**src/hdl/h2r_pkg.sv**
```systemverilog
// Shared types and constants for the HSV to RGB colour converter.
package h2r_pkg;

    typedef logic [12:0] t_hue;
    typedef logic [7:0]  t_chan;
    typedef logic [9:0]  t_frac;

    typedef enum logic [2:0] {
        SEC_RED_GREEN  = 3'd0,
        SEC_GREEN_RED  = 3'd1,
        SEC_GREEN_BLUE = 3'd2,
        SEC_BLUE_GREEN = 3'd3,
        SEC_BLUE_RED   = 3'd4,
        SEC_RED_BLUE   = 3'd5
    } t_sector;

    localparam int unsigned HUE_TURN    = 5760;
    localparam int unsigned HUE_SECTOR  = 960;
    localparam int unsigned NUM_SECTORS = 6;
    localparam int unsigned CHAN_MAX    = 255;

    // 244800 = 64 * 3825: drop six bits, then divide by 3825 via reciprocal
    localparam int unsigned RAMP_PRE_SHIFT = 6;
    localparam int unsigned RAMP_DIV_ODD   = 3825;
    localparam int unsigned RECIP_SHIFT    = 32;
    localparam longint unsigned RAMP_RECIP =
        ((64'd1 << RECIP_SHIFT) + RAMP_DIV_ODD - 1) / RAMP_DIV_ODD;

endpackage

```
**src/hdl/h2r_if.sv**
```systemverilog
// Valid/ready channel interfaces for HSV input and RGB output transactions.
interface h2r_in_if;
    import h2r_pkg::*;

    logic  valid;
    logic  ready;
    t_hue  hue;
    t_chan saturation;
    t_chan brightness;

    modport source (output valid, output hue, output saturation, output brightness,
                    input ready);
    modport sink   (input valid, input hue, input saturation, input brightness,
                    output ready);
endinterface

interface h2r_out_if;
    import h2r_pkg::*;

    logic  valid;
    logic  ready;
    t_chan red;
    t_chan green;
    t_chan blue;

    modport source (output valid, output red, output green, output blue, input ready);
    modport sink   (input valid, input red, input green, input blue, output ready);
endinterface

```
**src/hdl/hsv_to_rgb_converter.sv**
```systemverilog
// HSV to RGB colour converter: seven-stage pipeline, one pixel per clock while o_pix is taken.
//
// i_pix carries one HSV colour per transaction: hue in sixteenths of a degree
// (values of a full turn and above wrap once), saturation and brightness as
// fractions of 255. o_pix returns the matching 8-bit red, green and blue.
//
// Throughput is one transaction per cycle while o_pix is taken. The multipliers
// (brightness times saturation and times its complement, then times the hue
// weight) and the reciprocal multiply that divides the ramp numerator each sit
// in a stage of its own.
//
// All stages advance together. When o_pix holds a result the sink does not
// take, the whole pipeline holds and i_pix.ready drops in the same cycle; no
// transaction is lost or repeated. Empty slots hold along with the rest, so a
// bubble caught in a held pipeline is not squeezed out and later reaches
// o_pix as an idle cycle.
//
// Reset clears every stage valid bit; o_pix.valid is low in the cycle after a
// reset edge. The data registers are not reset.
module hsv_to_rgb_converter (
    input  logic         i_clk,
    input  logic         i_rst_n,
    h2r_in_if.sink       i_pix,
    h2r_out_if.source    o_pix
);
    import h2r_pkg::*;

    localparam int unsigned STAGES = 7;

    logic [STAGES-1:0] r_vld;
    logic [STAGES-1:0] n_vld;
    logic              w_adv;

    // stage 1: wrapped hue
    t_hue    r1_hue;
    t_chan   r1_s;
    t_chan   r1_v;
    t_hue    n1_hue;
    // stage 2: sector and offset
    t_sector r2_sec;
    t_frac   r2_f;
    t_chan   r2_s;
    t_chan   r2_ns;
    t_chan   r2_v;
    t_sector n2_sec;
    t_frac   n2_f;
    // stage 3: weight and products
    t_sector r3_sec;
    t_frac   r3_w;
    logic [15:0] r3_vs;
    logic [15:0] r3_vns;
    t_chan   r3_v;
    // stage 4: ramp terms and low value
    t_sector r4_sec;
    logic [25:0] r4_pw;
    logic [25:0] r4_base;
    t_chan   r4_low;
    t_chan   r4_v;
    logic [16:0] w4_low_sum;
    // stage 5: ramp numerator over 64
    t_sector r5_sec;
    logic [19:0] r5_x;
    t_chan   r5_low;
    t_chan   r5_v;
    logic [25:0] w5_num;
    // stage 6: ramp value
    t_sector r6_sec;
    t_chan   r6_ramp;
    t_chan   r6_low;
    t_chan   r6_v;
    logic [40:0] w6_prod;
    // stage 7: output
    t_chan   r7_red;
    t_chan   r7_green;
    t_chan   r7_blue;
    t_chan   n7_red;
    t_chan   n7_green;
    t_chan   n7_blue;

    assign w_adv       = !r_vld[STAGES-1] || o_pix.ready;
    assign i_pix.ready = w_adv;

    assign n_vld = {r_vld[STAGES-2:0], i_pix.valid};

    always_ff @(posedge i_clk) begin
        if (!i_rst_n) begin
            r_vld <= '0;
        end else if (w_adv) begin
            r_vld <= n_vld;
        end
    end

    always_comb begin
        if (i_pix.hue >= t_hue'(HUE_TURN)) begin
            n1_hue = i_pix.hue - t_hue'(HUE_TURN);
        end else begin
            n1_hue = i_pix.hue;
        end
    end

    // independent compares against each sector start; the highest match wins
    always_comb begin
        n2_sec = SEC_RED_GREEN;
        n2_f   = t_frac'(r1_hue);
        for (int unsigned j = 1; j < NUM_SECTORS; j++) begin
            if (r1_hue >= t_hue'(j * HUE_SECTOR)) begin
                n2_sec = t_sector'(3'(j));
                n2_f   = t_frac'(r1_hue - t_hue'(j * HUE_SECTOR));
            end
        end
    end

    // floor(x / 255) for x below 255 * 256, where it fits in eight bits
    assign w4_low_sum = 17'(r3_vns) + 17'(r3_vns[15:8]) + 17'd1;
    assign w5_num     = r4_pw + r4_base;
    assign w6_prod    = 41'(r5_x) * 41'(RAMP_RECIP);

    always_comb begin
        case (r6_sec)
            SEC_RED_GREEN: begin
                n7_red = r6_v;    n7_green = r6_ramp; n7_blue = r6_low;
            end
            SEC_GREEN_RED: begin
                n7_red = r6_ramp; n7_green = r6_v;    n7_blue = r6_low;
            end
            SEC_GREEN_BLUE: begin
                n7_red = r6_low;  n7_green = r6_v;    n7_blue = r6_ramp;
            end
            SEC_BLUE_GREEN: begin
                n7_red = r6_low;  n7_green = r6_ramp; n7_blue = r6_v;
            end
            SEC_BLUE_RED: begin
                n7_red = r6_ramp; n7_green = r6_low;  n7_blue = r6_v;
            end
            default: begin
                n7_red = r6_v;    n7_green = r6_low;  n7_blue = r6_ramp;
            end
        endcase
    end

    always_ff @(posedge i_clk) begin
        if (w_adv) begin
            r1_hue   <= n1_hue;
            r1_s     <= i_pix.saturation;
            r1_v     <= i_pix.brightness;

            r2_sec   <= n2_sec;
            r2_f     <= n2_f;
            r2_s     <= r1_s;
            r2_ns    <= t_chan'(CHAN_MAX) - r1_s;
            r2_v     <= r1_v;

            r3_sec   <= r2_sec;
            r3_w     <= r2_sec[0] ? (t_frac'(HUE_SECTOR) - r2_f) : r2_f;
            r3_vs    <= 16'(r2_v) * 16'(r2_s);
            r3_vns   <= 16'(r2_v) * 16'(r2_ns);
            r3_v     <= r2_v;

            r4_sec   <= r3_sec;
            r4_pw    <= 26'(r3_vs) * 26'(r3_w);
            r4_base  <= (26'(r3_vns) << 10) - (26'(r3_vns) << 6);
            r4_low   <= w4_low_sum[15:8];
            r4_v     <= r3_v;

            r5_sec   <= r4_sec;
            r5_x     <= w5_num[25:RAMP_PRE_SHIFT];
            r5_low   <= r4_low;
            r5_v     <= r4_v;

            r6_sec   <= r5_sec;
            r6_ramp  <= w6_prod[RECIP_SHIFT+7:RECIP_SHIFT];
            r6_low   <= r5_low;
            r6_v     <= r5_v;

            r7_red   <= n7_red;
            r7_green <= n7_green;
            r7_blue  <= n7_blue;
        end
    end

    assign o_pix.valid = r_vld[STAGES-1];
    assign o_pix.red   = r7_red;
    assign o_pix.green = r7_green;
    assign o_pix.blue  = r7_blue;

    // a held result must block new input
    a_stall_blocks_input: assert property (@(posedge i_clk) disable iff (!i_rst_n)
        (o_pix.valid && !o_pix.ready) |-> !i_pix.ready)
        else $error("input accepted while output stalled");

    a_reset_clears: assert property (@(posedge i_clk)
        !i_rst_n |=> !o_pix.valid)
        else $error("output valid straight after reset");

    a_valid_advances: assert property (@(posedge i_clk) disable iff (!i_rst_n)
        (w_adv && r_vld[0]) |=> r_vld[1])
        else $error("transaction dropped between first stages");

    // ramp and low values lie between zero and brightness
    a_ramp_bounded: assert property (@(posedge i_clk) disable iff (!i_rst_n)
        r_vld[5] |-> (r6_ramp <= r6_v && r6_low <= r6_v))
        else $error("ramp or low value exceeds brightness");

    a_sector_range: assert property (@(posedge i_clk) disable iff (!i_rst_n)
        r_vld[1] |-> (r2_f < t_frac'(HUE_SECTOR)))
        else $error("hue offset outside its sector");

endmodule
```
**src/flat_wrapper.sv**
```systemverilog
// flat-port wrapper written by rule: the top's interface ports become plain ports
module hsv_to_rgb_converter_flat import h2r_pkg::*;
  (i_clk, i_rst_n, i_pix_valid, i_pix_hue, i_pix_saturation, i_pix_brightness, i_pix_ready, o_pix_valid, o_pix_red, o_pix_green, o_pix_blue, o_pix_ready);
  h2r_in_if i_pix_i ();
  h2r_out_if o_pix_i ();
  input  logic i_clk;
  input  logic i_rst_n;
  input wire logic [$bits(i_pix_i.valid)-1:0] i_pix_valid;
  input wire logic [$bits(i_pix_i.hue)-1:0] i_pix_hue;
  input wire logic [$bits(i_pix_i.saturation)-1:0] i_pix_saturation;
  input wire logic [$bits(i_pix_i.brightness)-1:0] i_pix_brightness;
  output wire logic [$bits(i_pix_i.ready)-1:0] i_pix_ready;
  output wire logic [$bits(o_pix_i.valid)-1:0] o_pix_valid;
  output wire logic [$bits(o_pix_i.red)-1:0] o_pix_red;
  output wire logic [$bits(o_pix_i.green)-1:0] o_pix_green;
  output wire logic [$bits(o_pix_i.blue)-1:0] o_pix_blue;
  input wire logic [$bits(o_pix_i.ready)-1:0] o_pix_ready;
  assign i_pix_i.valid = i_pix_valid;
  assign i_pix_i.hue = i_pix_hue;
  assign i_pix_i.saturation = i_pix_saturation;
  assign i_pix_i.brightness = i_pix_brightness;
  assign i_pix_ready = i_pix_i.ready;
  assign o_pix_valid = o_pix_i.valid;
  assign o_pix_red = o_pix_i.red;
  assign o_pix_green = o_pix_i.green;
  assign o_pix_blue = o_pix_i.blue;
  assign o_pix_i.ready = o_pix_ready;
  hsv_to_rgb_converter u_core (.i_clk(i_clk), .i_rst_n(i_rst_n), .i_pix(i_pix_i), .o_pix(o_pix_i));
endmodule
```
**config.mk**
```make
export PLATFORM = sky130hd
export DESIGN_NAME = hsv_to_rgb_converter_flat
export DESIGN_NICKNAME = d
export VERILOG_FILES = /design/src/hdl/h2r_pkg.sv /design/src/hdl/h2r_if.sv /design/src/hdl/hsv_to_rgb_converter.sv /design/src/flat_wrapper.sv
export SDC_FILE = /design/constraint.sdc
export NUM_CORES = 1
export LEC_CHECK = 0
export ABC_AREA = 1
export BUFFER_PORTS_ARGS = -buffer_cell sky130_fd_sc_hd__buf_2
export CAP_MARGIN = 20
export CORE_UTILIZATION = 30
export DETAILED_ROUTE_END_ITERATION = 12
export PLACE_DENSITY = 0.43
export SETUP_SLACK_MARGIN = 0.4
export SYNTH_ARGS = -nofsm -noshare
export SYNTH_HDL_FRONTEND = slang
export SYNTH_SLANG_ARGS = --single-unit
```
**constraint.sdc**
```tcl
create_clock -name i_clk -period 8.65 [get_ports i_clk]
set_input_delay 0.4325 -clock i_clk [delete_from_list [all_inputs] [get_ports i_clk]]
set_output_delay 0.4325 -clock i_clk [all_outputs]
set_load 0.005 [all_outputs]
```
Word level (Yosys, flattened, before mapping)
Cells that the tools add are included.
- bits in registers: 287
- output and inout bits: 26
- logic and storage cells: 81
- bits of input ports: 33
- reduce and logical (&&, ||, !) cells: 10
- order comparisons: 6
- add/subtract/negate cells: 12
- multipliers: 4
- equality and inequality tests: 4
- mux-type cells: 14
- operators with widths (kind ; count):
    2-to-1 mux 10 bit ; 6
    subtractor 10 bit (second input constant) ; 5
    case mux 8 bit (2 select lines) ; 3
    multiplier 20 x 19 -> 38 bit (second input constant) ; 1
    multiplier 8 x 8 -> 16 bit ; 2
    adder 26 bit ; 1
    greater-or-equal comparator 13 x 12 -> 1 bit (second input constant) ; 2
    greater-or-equal comparator 13 bit (second input constant) ; 2
    multiplier 16 x 10 -> 26 bit ; 1
    subtractor 26 x 22 -> 26 bit ; 1
    adder 16 x 1 -> 16 bit (second input constant) ; 1
    adder 16 x 8 -> 16 bit ; 1
    OR reduction 2 bit ; 7
    greater-or-equal comparator 13 x 10 -> 1 bit (second input constant) ; 1
    greater-or-equal comparator 13 x 11 -> 1 bit (second input constant) ; 1
    2-to-1 mux 13 bit ; 1
    subtractor 13 bit (second input constant) ; 1
    subtractor 10 bit (first input constant) ; 1
    subtractor 8 bit (first input constant) ; 1
    == test 3 x 2 -> 1 bit (second input constant) ; 2
    2-to-1 mux 2 bit ; 2
    == test 3 x 1 -> 1 bit (second input constant) ; 1
    == test 3 bit (second input constant) ; 1
    zero test 3 bit ; 1
    other kinds (3) ; 4

Depth between registers and ports, before layout
Gate-level depths: netlist (run 1).
- depth after elaboration: 6
- depth in mapped cells: 24
- depth with buffers taken out: 23

Worst setup path before layout (run 1)
No wires, ideal clock.
- path type: input -> register
- start: in o_pix_ready
- end: reg u_core.r7_blue[0] (netlist: u_core.o_pix.blue[0]) (enable)
- buffers on the path: 0
- stages on the path: 2
- required time: 8.025 ns
- arrival time: 5.811 ns
- library setup time: 0.625 ns
- slack: 2.214 ns
- path through: nor2_1 -> inv_1
- word-level cells in the longest chain between the ends: 1
- ends and longest elaborated chain (item ; line ; source):
    start: declaration ; flat_wrapper.sv:17 ; input wire logic [$bits(o_pix_i.ready)-1:0] o_pix_ready;
    logical OR 1 bit ; hsv_to_rgb_converter.sv:80 ; assign w_adv = !r_vld[STAGES-1] || o_pix.ready;
    named net i_pix_ready ; flat_wrapper.sv:12 ; output wire logic [$bits(i_pix_i.ready)-1:0] i_pix_ready;
    end signal: assignment ; hsv_to_rgb_converter.sv:177 ; r7_blue <= n7_blue;
    end: declaration ; hsv_to_rgb_converter.sv:75 ; t_chan r7_blue;
The timed path passes the listed nets, and every way through them passes these cells.
A chain may end at the register's enable or synchronous reset.

Final worst setup path (run 1)
- start: reg u_core.r3_w[4]
- end: reg u_core.r4_pw[19], data pin
- word-level cells in the longest chain between the ends: 1
- ends and longest elaborated chain (item ; line ; source):
    start: declaration ; hsv_to_rgb_converter.sv:49 ; t_frac r3_w;
    start signal: assignment ; hsv_to_rgb_converter.sv:154 ; r3_w <= r2_sec[0] ? (t_frac'(HUE_SECTOR) - r2_f) : r2_f;
    multiplier 16 x 10 -> 26 bit ; hsv_to_rgb_converter.sv:160 ; r4_pw <= 26'(r3_vs) * 26'(r3_w);
    end signal: assignment ; hsv_to_rgb_converter.sv:160 ;
    end: declaration ; hsv_to_rgb_converter.sv:55 ; logic [25:0] r4_pw;
Every way passes these cells.

==> summary by stage, run 1 <==
Route
The via total after detailed routing is 18600. The post-detailed-route via-to-cell ratio is 4.39. Wires add up to 65200 um. The number of antenna-violating nets in the routed design is 0. For this block, the initial DRC count from the detailed router was 1038. The DRC violation count after routing is 2. The number of iterations in the first detailed-routing pass is 11.

The routed wirelength normalized by instance count is 15.4 um.

STA
The count of final setup violators is 0. The number of pins exceeding their max-slew limit in the final report came to 0. The actual slew at the worst max-slew pin is 1.01 ns. The share of the clock period used by the worst path after layout is 61.5%.

Setup repair after global routing left no endpoint under its margin. The final critical path time including I/O delays and setup is 5.32 ns. Headroom to the max-slew limit came out at 32.7%. The worst clock skew is 0.0150 ns. The hold violation total from the final report is 0. Static timing analysis puts the maximum clock frequency at 188 MHz. The accumulated negative setup slack is 0 ns.

Die
The core footprint is 88600 um2. Measured along the x axis, the die boundary spans 302 um. In this run the count of I/O pins placed on the die edge is 59.

The area of the die is 91000 um2. The floorplan has 109 rows. Measured along the y axis, the die boundary spans 302 um. The initial core utilization is 30.4%.

Worst setup path
The maximum fanout along the worst path is 16. The number of buffer and inverter stages on the critical path is 4. The cell type with the highest occurrence count on the critical path is fa_1. The data required time at the worst endpoint is 8.95 ns. For this design, the slowest cell found on the critical path is edfxtp_1. The cell family contributing the most delay on the critical path is adder cells. STA classifies the critical path endpoint as a flop. The critical path is of the flop to flop type. Across all register-to-register paths, the minimum setup slack is 3.33 ns. In this design, the stage delay of the slowest critical-path cell is 0.83 ns.

The kind of launch point of the worst setup path is a flop. Walking the worst path, the cells encountered are nand2_1 -> inv_1 -> fa_1 -> fa_1 -> fa_1 -> fa_1 -> inv_1 -> fa_1 -> inv_1 -> ha_1 -> nand2_1 -> nor2_1 -> inv_1 -> nor2_1 -> nand4_1 -> nand3_1 -> xor2_1. Data arrives at the worst endpoint at 5.62 ns.

Synth
The number of synthesized flops with an enable pin is 268. The XOR/XNOR share of the synthesized area is 3.22%. The sequential-to-total area share from yosys stat is 30.4%.

The synthesized netlist occupies a cell area of 26900 um2. Of all flip-flops after synthesis, the portion carrying an async set or reset was 0%. The cell count after synthesis is 3013. Counting flops and latches in the post-synthesis netlist gives 275. In the post-synthesis netlist, the biggest area contributors are edfxtp_1 (30%), fa_1 (19%), ha_1 (16%). The cell type contributing the most total cell area after synthesis is edfxtp_1. The dominant combinational cell family by area after synthesis is adder cells. Multiplexer cells account for 0% of the synthesized area. The mean cell area of the mapped netlist is 8.94 um2. The fraction of post-synthesis cell area in the top cell type by area is 29.9%.

The synthesized-area fraction occupied by ao, oa, aoi and oai cells is 6.31%. The simple-gate portion of the synthesized area is 14.3%. The most used flip-flop cell after synthesis is edfxtp_1. The number of different library cells used by synthesis comes to 47. Of the total synthesized cell area, the portion taken by full adders, half adders and majority gates is 34.5%. The number of nets in the synthesized netlist is 3639. For this run, the number of Yosys warnings is 0.

Global route
The first global-routing pass estimated 106000 um of wire. The initial antenna violation count is 4. For met2 alone, demand over resource in global routing was 24.2%.

The fraction of met1 tracks used by global routing is 20.5%. met2 is the most crowded layer. The total global routing overflow is 0. The global routing usage summed across all routing layers is 14.7%.

The number of global-route vias before repair was 19400. Entering global routing, the biggest net connects 135 pins. The global-route track usage on met3 is 1.79%.

Placement
The congestion estimate from routability-driven global placement came to 0.846. The post-DP HPWL is 52600 um. The port buffer count is 58.

Clocking
Clock-pin slew was measured on the worst setup and hold paths at 0.06 ns. The CTS tree is built. TritonCTS created 37 clock buffers.

The count of H-tree levels built during CTS is 2. For the worst-skew pair, the clock arrives at the later sink with an insertion delay of 0.56 ns. Clock tree synthesis found a total of 275 sinks. The number of buffers inserted to repair setup after CTS is 0. The number of gates resized after CTS was 0. The cell at the root of the clock tree is clkbuf_16. The maximum number of buffers from clock root to sink is 3.

Cells and area
The share of layout cells above drive strength 1 is 4.72%. Relative to the synthesized area, the layout overhead comes to 10.3%. 0 antenna diodes ended up in the layout. The number of nets in the layout is 3672.

Min path
The path category of the worst min-delay check is primary input to flop.

Outcome
The final reports fail on DRC. The run finished, with violations left.

Job
The max-cap violation count is 0.
[metal layers]
layer / part of all wire [%] / up-vias / wire length (um)
met3: 2.9 / 79 / 1890
met2: 46 / 261 / 29700
li1: - / 9507 / -
met1: 50 / 8748 / 32300
met4: 2.1 / 0 / 1350
met5: 0 / - / 0
[final timing paths]
kind | from | end | cells after the start
setup reg to reg | u_core.r3_w[4] | u_core.r4_pw[19] | 17
hold reg to reg | u_core.r3_sec[0] | u_core.r4_sec[0] | 0
setup / recovery | u_core.r3_w[4] | u_core.r4_pw[19] | 17
hold / removal | i_pix_brightness[2] | u_core.r1_v[2] | 1
[registers in the layout, summed over array words and instances (netlist names), 10 cells and up]
name	flops
u_core.r3_w	10
u_core.r1_hue	13
u_core.r4_pw	20
u_core.r5_x	20
u_core.r2_f	10
u_core.r3_vns	16
u_core.r3_vs	16
u_core.r4_base	20
[layout make-up]
type | count | area [um2]
tap | 1165 | 1460
clock buffer | 45 | 977
clock inverter | 19 | 265
timing repair buffer | 65 | 350
multi-input combinational | 1934 | 15700
fill | 9313 | 58900
inverter | 733 | 2760
sequential | 275 | 8190
[timing repair]
action	in CTS	in global routing
hold endpoints to repair	3	0
hold buffers	3	0
endpoints found under the setup margin	0	0
[stage by stage]
stage	setup WS [ns]	cells	hold WS, ns	util (%)	cell area [um2]
after floorplan	2.21	3013	0.400	-	26900
after global placement	3.32	4169	0.402	32.1	28500
after detailed placement	3.28	4169	0.405	32.1	28500
after CTS	3.29	4236	0.000433	33.5	29700
after global routing	2.96	4236	0.00547	33.5	29700
final	3.33	4236	0.0365	33.5	29700
[kinds of logic after synthesis]
logic type	Yosys count
buffers and inverters	804
adders and majority gates	593
DFF	275
and+or+nand+nor	955
xor gates and xnor gates	99
AOI/OAI and AO/OA	287
[cell usage after synthesis, types with 16 or more instances]
library cell	instances
nor2_1	154
ha_1	343
nor3_1	19
o211ai_1	21
o21ai_0	59
fa_1	250
nand3_1	80
o21bai_1	16
nand4_1	21
a21oi_1	123
xor2_1	67
clkbuf_1	65
nand2_1	654
a21o_1	20
xnor2_1	32
inv_1	732
edfxtp_1	268
[cells in the final DEF, fill, tap and decap left out, types with 6 or more instances in the layout]
cell       netlist  routed
nor4_1           6       6
a21oi_1        123     123
nand2_1        654     654
inv_1          732     731
ha_1           343     343
o21bai_1        16      16
o21ai_0         59      59
o21ai_1          7       7
a21o_1          20      20
dfxtp_1          7       7
o211ai_1        21      21
xor2_1          67      67
a31oi_1         11      11
nand4_1         21      21
fa_1           250     250
clkbuf_1        65       7
buf_2            4      58
xnor2_1         32      32
o221ai_1         8       8
edfxtp_1       268     268
nand2_2          8       8
nand3_1         80      80
nor2_1         154     154
nor3_1          19      19
clkbuf_16        0      38
[worst reg2reg max path, cell delays in order (launching register included)]
cell and delay, ns:
edfxtp_1 0.83, nand2_1 0.11, inv_1 0.09, fa_1 0.45
fa_1 0.50, fa_1 0.52, fa_1 0.56, inv_1 0.06
fa_1 0.54, inv_1 0.04, ha_1 0.41, nand2_1 0.11
nor2_1 0.20, inv_1 0.08, nor2_1 0.16, nand4_1 0.15
nand3_1 0.15, xor2_1 0.08
Power of run 1 is not shown: default switching activity piles up to over one toggle a cycle in this logic, so the estimate is an artifact.
==> run 2, diff against run 1 <==
ABC_AREA = 0   (was 1)
PLACE_DENSITY = 0.45   (was 0.43)
clock period = 4.4 ns   (was 8.65 ns; I/O delays follow)
==> run 2 against run 1 <==
The flow finishes with violations (setup timing). Hold slack improved by 0.015 ns. Global-route usage decreased by 1.3 points. Fmax increased by 2.0%. Highest routed layer unchanged.
==> summary by stage, run 2 <==
Die
The die height is 291 um (-3.4%). The count of boundary I/O pins is 59 (unchanged). The core footprint came to 82500 um2 (-6.9%). The initial core utilization is 30.4% (+0.049 points). The die boundary width was 291 um (-3.4%).

The number of core rows is 105 (-3.7%). The area of the die was 84900 um2 (-6.7%).

Synth
The cell type contributing the most total cell area after synthesis is edfxtp_1. The mux cell area share after synthesis was 1.05% (+1.0 points). The XOR/XNOR share of the synthesized area is 3.87% (+0.65 points). The mean cell area of the mapped netlist was 10.8 um2 (+21%). The fraction of registers with async set or reset after synthesis was 0% (unchanged). The number of nets in the synthesized netlist is 2952 (-19%). The fraction of post-synthesis cell area in the top cell type by area is 32.0% (+2.2 points). The adder and majority cell fraction of the synthesized area was 37.0% (+2.5 points). The number of distinct library cell variants in the gate-level netlist after synthesis was 68 (+45%). The count of synthesis-stage warnings from yosys was 0 (unchanged). In the post-synthesis netlist, the cell with the most instances is inv_1. The sequential-to-total area share from yosys stat is 32.6% (+2.2 points). The register bit total from synthesis is 275 (unchanged).

The simple-gate portion of the synthesized area came to 10.4% (-4.0 points). The synthesized-area fraction occupied by ao, oa, aoi and oai cells is 7.54% (+1.2 points). After synthesis, the cell types taking the most area are edfxtp_1 (32%), fa_1 (20%), ha_1 (17%).

The most used flip-flop cell after synthesis is edfxtp_1. The cell count after synthesis is 2326 (-23%). The dominant combinational cell family by area after synthesis is adder cells. The post-synthesis cell area is 25100 um2 (-6.8%). The number of synthesized flops with an enable pin was 268 (unchanged). Sorting the synthesized cells by how often they occur yields inv_1 (455), ha_1 (343), edfxtp_1 (268).

STA
The actual slew at the worst max-slew pin is 1.08 ns (+0.0657 ns). The count of final setup violators is 27 (+27). The hold violation total from the final report is 0 (unchanged). The share of the clock period used by the worst path after layout came to 119% (+57 points). The worst clock skew is 0.0292 ns (+0.0142 ns). The worst setup margin is -0.818 ns (-4.15 ns). The number of pins exceeding their max-slew limit in the final report is 0 (unchanged). The final critical path time including I/O delays and setup is 5.22 ns (-0.104 ns). Setup repair after global routing could not meet its margin everywhere.

The maximum achievable frequency is 192 MHz (+2.0%). The worst slew margin relative to its limit came to 28.3% (-4.4 points).

Clocking
The maximum number of buffers from clock root to sink is 3 (unchanged). The count of H-tree levels built during CTS was 2 (unchanged). The latest clock arrival within the worst-skew pair was 0.57 ns (about the same). The root buffer cell chosen for the clock tree is clkbuf_16.

The clock transition at the registers of the reported paths is 0.06 ns (about the same). TritonCTS built the clock tree. The count of clock tree sinks is 275 (unchanged). The TritonCTS buffer count is 34 (-8.1%).

Route
The number of antenna-violating nets in the routed design is 0 (unchanged). The number of design-rule violations left by the first detailed-router iteration is 731 (-30%). The routed wirelength normalized by instance count came to 14.8 um (-3.7%).

The number of iterations in the first detailed-routing pass is 5 (-6). The DRC violation count after routing is 0 (-2). The post-detailed-route via-to-cell ratio is 4.48 (+2.1%).

The via total after detailed routing is 16900 (-9.2%). The routed wire length is 55800 um (-14%).

Worst setup path
STA classifies the critical path startpoint as a flop. The maximum fanout along the worst path is 7 (-9). The longest individual stage delay on the worst path is 0.51 ns (-0.32 ns).

The category of the worst setup path capture point is a flop. The cell with the largest stage delay on the worst path is fa_1. The data required time at the worst endpoint came to 4.69 ns (-4.26 ns).

The startpoint-to-endpoint class of the critical path is flop to flop. Among the stages of the critical path, the cell type that occurs most often is fa_1. Traced cell by cell, the critical path runs through buf_6 -> nand2_1 -> fa_1 -> inv_1 -> fa_1 -> ha_1 -> fa_1 -> inv_1 -> fa_1 -> inv_2 -> ha_4 -> a21o_1 -> a211o_1 -> a221oi_4 -> o31ai_4 -> o21ai_4 -> buf_6 -> inv_4 -> a41oi_2 -> xnor2_1. The arrival time of data at the critical path endpoint came to 5.51 ns (-0.11 ns).

Outcome
The run finished, with violations left. The final reports fail on setup timing.

Global route
The initial antenna violation count is 0 (-4). The wire length of the first global-routing pass was 93400 um (-12%). The number of global-route vias before repair is 18500 (-4.7%). The total global routing overflow was 0 (unchanged). The global-route track usage on met3 is 1.48% (-0.31 points).

The pin count of the biggest net entering global routing is 181 (+34%). The global routing usage summed across all routing layers is 13.5% (-1.3 points). The fraction of met1 tracks used by global routing was 17.9% (-2.6 points). The most congested layer reported by global routing is met2. The met2 track demand over resource in global routing came to 23.1% (-1.1 points).

Placement
The post-DP HPWL is 43800 um (-17%). The minimum setup slack after placement is -0.877 ns (-4.16 ns). The weighted congestion at the end of routability-driven global placement came to 0.844 (-0.22%). The port buffer count is 58 (unchanged).

Cells and area
The share of layout cells above drive strength 1 is 21.8% (+17 points). The layout filler cell count was 8068 (-13%). The final antenna diode count is 0 (unchanged). The number of nets in the layout is 3300 (-10%). The largest registers in the layout are u_core.r4_base: 20 flops, u_core.r4_pw: 20 flops, u_core.r5_x: 20 flops. In the layout the commonest cells are inv_1 (416), ha_1 (302), edfxtp_1 (268). The most common cell after layout, fill and taps aside is inv_1. The area growth from synthesis to layout is 25.0%.

Job
The max-cap violation count is 0 (unchanged).

Min path
The min-delay analysis places its worst path in the category primary input to flop.
-- run 2: cell types whose count changed after synthesis, moves of 34 or more --
cell     delta
a21oi_1    -47
xnor2_1    +56
nand2_1   -441
nand3_1    -54
o21ai_0    -34
inv_1     -277
xor2_1     -44
and2_1    +150
nor2_1     -91
-- run 2: final timing paths --
path / end / slack, ns / cells after the start / startpoint
worst max-delay path: u_core.r4_pw[22] / -0.82 / 20 / u_core.r3_vs[5]
worst max register to register: u_core.r4_pw[22] / -0.82 / 20 / u_core.r3_vs[5]
worst min-delay path: u_core.r_vld[4] / 0.05 / 4 / o_pix_ready
worst min register to register: u_core.r5_low[1] / 0.41 / 0 / u_core.r4_low[1]
-- run 2: per-layer routing --
metal  up-vias  part of all wire, %
met5         -                    0
met4         0                  2.1
met3        69                  2.4
met2       199                   48
met1      8245                   47
li1       8373                    -
-- run 2: layout make-up --
class / instances / area, um2 / share of cell area [%]
multi-input combinational: 1543 / 16100 / 51.2
sequential: 275 / 8190 / 26.1
timing repair buffer: 363 / 2930 / 9.31
inverter: 457 / 1720 / 5.48
tap: 1070 / 1340 / 4.26
clock buffer: 38 / 866 / 2.76
clock inverter: 21 / 298 / 0.948
-- run 2: stage by stage --
| stage | hold WS (ns) | TNS (ns) | cell area (um2) | cells | util (%) |
|---|---|---|---|---|---|
| final | 0.0517 | -12.57 | 31400 | 3767 | 38.1 |
| after global routing | 0.0570 | -18.48 | 31400 | 3767 | 38.1 |
| after CTS | 0.0121 | -12.53 | 31000 | 3745 | 37.5 |
| after detailed placement | 0.398 | -15.77 | 28400 | 3598 | 34.4 |
| after global placement | 0.396 | -14.88 | 28400 | 3597 | 34.4 |
| after floorplan | 0.319 | -191.07 | 25600 | 2326 | - |
-- run 2: critical path, delay by kind of cell, from the launching register on --
kind	cells	cell delay, ns
AO/OA/AOI/OAI	6	1.38
XOR/XNOR	1	0.10
adder cells (fa/ha/maj)	6	2.46
buffers and inverters	6	0.47
flip-flops	1	0.47
AND/OR/NAND/NOR	1	0.07
-- run 2: cells by family (layout without fill, tap and decap cells) --
logic type               count (synthesis)  in the layout
AO/OA/AOI/OAI                          281            281
XOR/XNOR                               111            111
adder cells (fa/ha/maj)                593            593
buffers and inverters                  508            879
flip-flops                             275            275
multiplexers                            26             26
AND/OR/NAND/NOR                        532            532
-- run 2: timing repair --
item | in CTS | in global routing
pin swaps | 116 | 75
hold buffers | 32 | 0
buffers inserted | 56 | 22
setup endpoints to repair | 40 | 41
gates resized for setup | 146 | 71
hold endpoints to repair | 36 | 0
Power of run 2 is left out for the same reason.
==> run 3, diff against run 2 <==
CORE_MARGIN = 3   (was unset)
==> run 3 against run 2 <==
The flow still finishes with violations (setup timing). Critical path type unchanged. Clock skew shrank 0.0051 ns. Hold slack got worse by 0.018 ns. Largest cell class unchanged. Fmax fell by 0.44%. Worst setup slack got worse by 0.023 ns. Via count about the same. Die area up 2.8%.
==> summary by stage, run 3 (synthesis results as in run 2) <==
Outcome
The flow ran to the end, but the final reports show violations. The final reports fail on setup timing.

Route
The top layer used by detailed routing is met4. The met1 wire length is 26000 um (-1.8%). The via total after detailed routing is 16900 (-0.036%).

The number of antenna-violating nets in the routed design is 0 (unchanged). The routed wire length on met2 came to 26700 um (-0.50%). The number of design-rule violations left by the first detailed-router iteration came to 663 (-9.3%).

The number of iterations in the first detailed-routing pass is 8 (+3). The routed length on met3 is 1550 um (+17%). The routed wirelength normalized by instance count is 14.6 um (-1.3%). The routed wire length is 55200 um (-1.1%). The post-detailed-route via-to-cell ratio is 4.47 (-0.27%). The DRC violation count after routing is 0 (unchanged).

Worst setup path
The critical path is of the flop to flop type. The startpoint of the worst-slack reg-to-reg timing path is u_core.r3_vs[2]. The endpoint identified for the worst register-to-register timing path is u_core.r4_pw[25]. The maximum fanout along the worst path is 5 (-2). The slack of the worst reg-to-reg path is -0.84 ns (-0.02 ns). The critical path goes through buf_4 -> buf_6 -> and2_1 -> fa_2 -> fa_1 -> ha_1 -> fa_1 -> inv_1 -> fa_1 -> inv_2 -> ha_4 -> a21o_1 -> a211o_1 -> a221oi_4 -> o31ai_4 -> o21ai_4 -> o221ai_2 -> a21oi_2 -> xnor2_1.

STA classifies the critical path endpoint as a flop. The kind of launch point of the worst setup path is a flop. The depth of the most critical reg-to-reg path is 19 (-5.0%). The longest individual stage delay on the worst path was 0.51 ns (about the same).

The data required time at the worst endpoint is 4.69 ns (about the same). The arrival time of data at the critical path endpoint came to 5.53 ns (+0.02 ns). The slowest stage of the critical path is the fa_1 cell. The cell type with the highest occurrence count on the critical path is fa_1.

Job
The max-cap violation count is 0 (unchanged).

Clocking
The cell at the root of the clock tree is clkbuf_16. The CTS tree is built. The maximum number of buffers from clock root to sink is 3 (unchanged).

The count of H-tree levels built during CTS was 2 (unchanged). The latest clock arrival within the worst-skew pair was 0.56 ns (about the same). The clock transition at the registers of the reported paths is 0.06 ns (about the same). The TritonCTS buffer count is 34 (unchanged). The count of clock tree sinks was 275 (unchanged).

STA
The hold violation total from the final report is 0 (unchanged). The number of pins exceeding their max-slew limit in the final report came to 0 (unchanged). The worst setup margin is -0.841 ns (-0.0230 ns).

The actual slew at the worst max-slew pin is 0.931 ns (-0.144 ns). The maximum achievable frequency came to 191 MHz (-0.44%). The worst clock skew is 0.0241 ns (-0.00506 ns).

The post-route worst hold slack is 0.0337 ns (-0.0180 ns). The worst slew margin relative to its limit is 37.9% (+9.6 points). Setup repair after global routing could not meet its margin everywhere. The share of the clock period used by the worst path after layout is 119% (+0.52 points). The final critical path time including I/O delays and setup came to 5.24 ns (+0.0230 ns). The count of final setup violators came to 26 (-3.7%).

Die
The number of core rows is 105 (unchanged). The die height is 295 um (+1.4%). The count of boundary I/O pins is 59 (unchanged). The core footprint is 82500 um2 (unchanged). The die boundary width is 295 um (+1.4%). The initial core utilization came to 30.4% (unchanged). The area of the die is 87200 um2 (+2.8%).

Cells and area
The number of nets in the layout is 3306 (+0.18%). From synthesis to final layout, the design area changed by 26.0%. The share of layout cells above drive strength 1 is 22.7% (+0.89 points).

In the layout the commonest cells are inv_1 (411), ha_1 (296), edfxtp_1 (268). The final antenna diode count was 0 (unchanged). The core utilization of the finished layout is 38.4% (+0.29 points).

Leaving out fill and tap cells, the most frequent cell in the layout is inv_1. The largest registers in the layout are u_core.r4_base: 20 flops, u_core.r4_pw: 20 flops, u_core.r5_x: 20 flops. The number of standard cells in the final layout excluding fillers was 3776 (+0.24%).

Min path
The worst hold path belongs to the class primary input to flop. The number of cells traversed by the worst hold path is 3 (-1). The worst hold path terminates at u_core.r1_hue[8]. In this run the most critical hold path is launched from i_pix_hue[8].

Global route
The global routing usage summed across all routing layers is 13.0% (-0.49 points). The wire length of the first global-routing pass is 92400 um (-1.1%). The pin count of the biggest net entering global routing is 112 (-38%). The number of global-route vias before repair is 18100 (-2.1%). The total global routing overflow was 0 (unchanged). The initial antenna violation count is 0 (unchanged).

Placement
The post-DP HPWL is 43800 um (about the same). The placed instance count is 3596 (-0.056%). The port buffer count is 58 (unchanged). The weighted congestion at the end of routability-driven global placement came to 0.836 (-0.96%). The minimum setup slack after placement is -0.857 ns (+0.0208 ns).
-- run 3: changes by cell type in the layout (fill, tap and decap cells not counted), moves of 4 or more --
cell	before	now
ha_2	6	1
inv_2	38	43
inv_1	416	411
and2_1	133	137
clkbuf_8	0	4
ha_1	302	296
clkinvlp_4	6	1
and2_4	17	13
ha_4	35	46
buf_6	43	52
-- run 3: how the worst max path moves through the flow --
stage | end | depth (start not counted) | start | slack [ns]
floorplan | u_core.r4_pw[19] | 21 | u_core.r3_w[2] | -0.80
global placement | u_core.r4_pw[19] | 19 | u_core.r3_vs[3] | -0.84
detailed placement | u_core.r4_pw[22] | 20 | u_core.r3_vs[2] | -0.86
CTS | u_core.r4_pw[22] | 20 | u_core.r3_vs[5] | -0.84
global route | u_core.r4_pw[22] | 21 | u_core.r3_w[1] | -1.08
finish | u_core.r4_pw[25] | 19 | u_core.r3_vs[2] | -0.84
-- run 3: area by class of cell --
class / count / area [um2]
fillers: 8063 / 50900
multi-input cells: 1543 / 16200
flip-flops and latches: 275 / 8190
repair buffers: 369 / 2960
inverters: 457 / 1720
well taps: 1070 / 1340
clock buffers: 44 / 992
clock inverters: 18 / 253
-- run 3: critical path: cells and delay by family (launching register included) --
family | cells | cell delay (ns)
compound gates | 7 | 1.55
xor+xnor | 1 | 0.08
fa+ha+maj | 6 | 2.35
buf+inv | 4 | 0.40
flops | 1 | 0.44
simple gates | 1 | 0.16
-- run 3: timing repair --
action | CTS | global route
pin swaps | 94 | 106
setup endpoints to repair | 40 | 43
hold buffers | 31 | 0
resized for setup | 126 | 109
setup buffers | 50 | 37
endpoints found under the hold margin | 35 | 0
-- run 3: through the flow --
step | setup TNS [ns] | instance area (um2)
3_5_place_dp | -16.05 | 28400
3_3_place_gp | -15.12 | 28400
6_report | -13.86 | 31600
5_1_grt | -19.30 | 31600
4_1_cts | -13.65 | 30800
2_1_floorplan | -191.07 | 25600
-- run 3: layer usage --
metal | global-route usage (%) | vias up
li1 | - | 8390
met1 | 17.8 | 8223
met2 | 22.1 | 204
met3 | 1.52 | 63
met4 | 2.89 | 0
met5 | 0 | -
Power of run 3 is left out for the same reason.
